**src/rtl/core/pb_pkg.sv**
```systemverilog
// shared types and constants for the projection bands block
package pb_pkg;

	localparam int PB_MAX_PERIOD = 64;
	localparam int PRICE_W = 31;
	localparam int BAND_W = 48;
	localparam int PERIOD_W = 7;
	localparam logic [PERIOD_W-1:0] PERIOD_RESET = 7'd14;

	typedef struct packed {
		logic [PRICE_W-1:0] high;
		logic [PRICE_W-1:0] low;
		logic [PRICE_W-1:0] close;
	} pb_bar_t;

	typedef struct packed {
		logic cfg_wr;
		logic accept;
		logic calc_num;
		logic calc_den;
		logic div_start;
		logic walk_init;
		logic walk;
		logic fin;
	} pb_cmd_t;

	typedef struct packed {
		logic warm_done;
		logic div_done;
		logic walk_done;
		logic out_free;
	} pb_stat_t;

endpackage

```
**src/rtl/core/pb_ctrl.sv**
```systemverilog
// sequencing state machine for the projection bands block
module pb_ctrl import pb_pkg::*; (
	input  logic     clk,
	input  logic     arst_n,
	input  logic     in_valid,
	input  logic     cfg_valid,
	input  pb_stat_t st,
	output logic     in_stall,
	output logic     cfg_ready,
	output pb_cmd_t  cmd
);

	typedef enum logic [2:0] {
		IDLE, NUM, DEN, DIV_GO, DIV_WAIT, WALK_INIT, WALK, FIN
	} state_t;

	state_t state_q;
	logic   idle;
	logic   acc;

	assign idle      = (state_q == IDLE);
	assign cfg_ready = idle;
	assign in_stall  = !idle || cfg_valid;
	assign acc       = in_valid && !in_stall;

	always_comb begin
		cmd           = '0;
		cmd.cfg_wr    = idle && cfg_valid;
		cmd.accept    = acc;
		cmd.calc_num  = (state_q == NUM);
		cmd.calc_den  = (state_q == DEN);
		cmd.div_start = (state_q == DIV_GO);
		cmd.walk_init = (state_q == WALK_INIT);
		cmd.walk      = (state_q == WALK) && !st.walk_done;
		cmd.fin       = (state_q == FIN) && st.out_free;
	end

	always_ff @(posedge clk or negedge arst_n) begin
		if (!arst_n) begin
			state_q <= IDLE;
		end else begin
			case (state_q)
				IDLE: begin
					if (acc && st.warm_done) state_q <= NUM;
				end
				NUM:       state_q <= DEN;
				DEN:       state_q <= DIV_GO;
				DIV_GO:    state_q <= DIV_WAIT;
				DIV_WAIT: begin
					if (st.div_done) state_q <= WALK_INIT;
				end
				WALK_INIT: state_q <= WALK;
				WALK: begin
					if (st.walk_done) state_q <= FIN;
				end
				FIN: begin
					if (st.out_free) state_q <= IDLE;
				end
				default:   state_q <= IDLE;
			endcase
		end
	end

endmodule

```
**config.mk**
```make
export PLATFORM = sky130hd
export DESIGN_NAME = pb_ctrl
export DESIGN_NICKNAME = d
export VERILOG_FILES = /design/src/rtl/core/pb_pkg.sv /design/src/rtl/core/pb_ctrl.sv
export SDC_FILE = /design/constraint.sdc
export NUM_CORES = 1
export LEC_CHECK = 0
export BUFFER_PORTS_ARGS = -buffer_cell sky130_fd_sc_hd__buf_4
export CAP_MARGIN = 20
export CORE_AREA = 8 8 45 47
export CTS_CLUSTER_DIAMETER = 40
export DETAILED_ROUTE_END_ITERATION = 10
export DIE_AREA = 0 0 53 55
export GPL_TIMING_DRIVEN = 0
export MAX_ROUTING_LAYER = met4
export PLACE_DENSITY = 0.58
export SKIP_LAST_GASP = 1
export SYNTH_ARGS = -nofsm -noshare
export SYNTH_HDL_FRONTEND = slang
export SYNTH_SLANG_ARGS = --single-unit
```
**constraint.sdc**
```tcl
create_clock -name clk -period 1.55 [get_ports clk]
set_clock_uncertainty 0.05 [all_clocks]
set_input_delay 0.31 -clock clk [delete_from_list [all_inputs] [get_ports clk]]
set_output_delay 0.31 -clock clk [all_outputs]
set_load 0.02 [all_outputs]
```
==> metrics.cfg <==
[placed_design]
postPlaceCellArea_um2=509.2
io_buffers=17
routabilityCongestion=0.7120
pre_cts_ws_ps=-159.2

[timing]
final.period_utilization_pct=110.9
worst_slew_pin_slew_ps=237.5
slew_viol_final=0
hold_viol=0
worst_slack_ps=-169.7
maxClockFrequency_mhz=581.5
relSlewSlack_pct=84.17
rsz0062_at_grt=true
setup_viol=11
timing.hold.ws_ps=354.8
period_needed_ps=1720

[die]
dieArea_um2=2915
die_h_um=55
core-area_um2=1384
die_w_um=53
rows=14
start_util_pct=25.41
num_io_pins=18

[global_route]
grt_overflow_total=0
gr-usage-met2_pct=13.09
grtUsageMet1_pct=7.143
antenna_found_initial=0
use_met3_pct=4.813
track_usage_pct=8.164
busiest_layer=met2
grt_first_pass_wirelength_um=1718
grt_max_degree=11
grt_pass1_vias=384

[critical_path]
reg2regPathDepth=6
critPathLaunchType=flip-flop
startpoint=state_q[1]
crit_required_ps=1190
worstReg2RegStart=state_q[0]
path_cells=inv_2 > ha_4 > nor2b_4 > buf_6 > and2_4 > buf_6
reg2reg_slack_ps=-130
crit_path_top_delay_cell=dfrtp_1
critPathArrivalTime_ps=1360
critPathKind=flip-flop to output port
cp_max_fo=3
crit_top_cell=buf_6
endpoint_kind=output port
slowest_delay_ps=400
r2r-end=state_q[1]
cp-endpoint=cmd[7]

[clock_tree]
clock_sinks=3
clkTransAtPathRegs_ps=40
clk_latency_ps=240
cts_tree=yes
numCtsBuffers=3
htree_levels=1
cts.path.max_buffers=2
cts-root-buf=clkbuf_4

[route]
drt_iter0_markers=1
post-route-drc-count=0
finalWirelength_um=1088
ant_nets=0
vias=361
firstDrtPassIters=2
via_per_inst=4.513
wl_per_cell_um=13.60

[run_status]
violations=setup timing
status=finished with violations

[pwr]
power_density_nw_per_um2=2107
vdd_ir_drop_max_uv=731.8
p_leak_nw=0.3218

[finish]
utilization_pct=51.54
top_register=state_q
area_growth_pct=102.8
largest_reg_flops=3
drive_gt1_share_pct=75.00
top_regs=state_q: 3 flops
final_nets=77
design_area_um2=713.2
diodes=0

[synth]
seq_area_frac_synth_pct=21.35
syn_avg_cell_area_um2=9.766
syn_area_um2=351.6
yosysWarnings=0
syn-num-nets=48
synth_cell_types=20
synth.ff_latch_count=3
syn_inst=36

[min_path]
hold_path.class=input port to async pin

[job]
cap_violations=0

worst max-delay path: cells and delay by family, from the launching register on:
| kind | cells | cell delay (ps) |
|---|---|---|
| and+or+nand+nor | 2 | 270 |
| adders and majority gates | 1 | 150 |
| DFF | 1 | 400 |
| buffers and inverters | 3 | 310 |
synth_stat cells (all sizes together):
| cell | n | area [um^2] |
|---|---|---|
| inv | 2 | 7.510 |
| nand3b | 1 | 7.510 |
| buf | 2 | 15.01 |
| dfrtp | 3 | 75.07 |
| ha | 4 | 50.05 |
| o21ai | 2 | 13.76 |
| nand2b | 1 | 6.260 |
| nor2b | 7 | 61.31 |
| mux2 | 2 | 30.03 |
| and3 | 1 | 6.260 |
| and2 | 3 | 18.77 |
| o31ai | 1 | 21.27 |
| a21oi | 2 | 10.01 |
| nand2 | 2 | 7.510 |
| nor2 | 1 | 3.750 |
| a2111oi | 1 | 8.760 |
| and3b | 1 | 8.760 |
cells by family (layout without fill, tap and decap cells):
family                     Yosys count  in the layout  synth area share [%]
AOI/OAI and AO/OA                    6              6                 15.30
adders and majority gates            4              4                 14.24
buffers and inverters                4             32                 6.405
DFF                                  3              3                 21.35
muxes                                2              2                 8.541
and+or+nand+nor                     17             17                 34.17
worst min path at each step:
stage / to / slack, ps / cells after the start
2_1_floorplan: state_q[0] / -40 / 0
3_3_place_gp: state_q[2] / 50 / 1
3_5_place_dp: state_q[0] / 50 / 1
4_1_cts: state_q[2] / 340 / 2
5_1_grt: state_q[2] / 370 / 2
6_report: state_q[2] / 350 / 2
per-stage QoR:
step / std cells / power (mW) / setup TNS (ps)
floorplan: 36 / 0.7157 / -19.31
global placement: 69 / 0.9310 / -392.4
detailed placement: 69 / 0.9356 / -510.5
CTS: 78 / 1.294 / -1255
global route: 80 / 1.615 / -1784
finish: 80 / 1.502 / -1210
layout make-up:
type,count,area [um^2]
clock buffers,4,26.28
well taps,16,20.02
inverters,2,7.507
fillers,122,670.6
plain buffers,1,7.507
multi-input cells,29,352.8
repair buffers,25,224.0
flip-flops and latches,3,75.07
metal layers:
metal	part of all wire (%)	up-vias	routed length, um
met4	2.7	0	29
li1	-	176	-
met5	0	-	0
met1	36	167	387
met3	8.9	4	97
met2	53	14	572
timing repair:
item,CTS,global route
hold buffers,1,0
buffers inserted,5,2
endpoints found under the hold margin,3,0
gates cloned,0,0
endpoints found under the setup margin,12,13
resized for setup,16,11
pin swaps,4,2
layout by cell type, fill, tap and decap left out, drive strengths merged:
| cell type | instances |
|---|---|
| a2111oi | 1 |
| a21oi | 2 |
| and2 | 3 |
| and3 | 1 |
| and3b | 1 |
| buf | 25 |
| clkbuf | 4 |
| dfrtp | 3 |
| dlygate4sd3 | 1 |
| ha | 4 |
| inv | 2 |
| mux2 | 2 |
| nand2 | 2 |
| nand2b | 1 |
| nand3b | 1 |
| nor2 | 1 |
| nor2b | 7 |
| o21ai | 2 |
| o31ai | 1 |
power by group:
| group | switching [mW] | internal, mW | leakage [nW] |
|---|---|---|---|
| clock | 0.0472 | 0.0969 | 0.0150 |
| combinational | 0.525 | 0.666 | 0.272 |
| sequential | 0.0456 | 0.122 | 0.0352 |
Power figures use the tool's default switching activity.
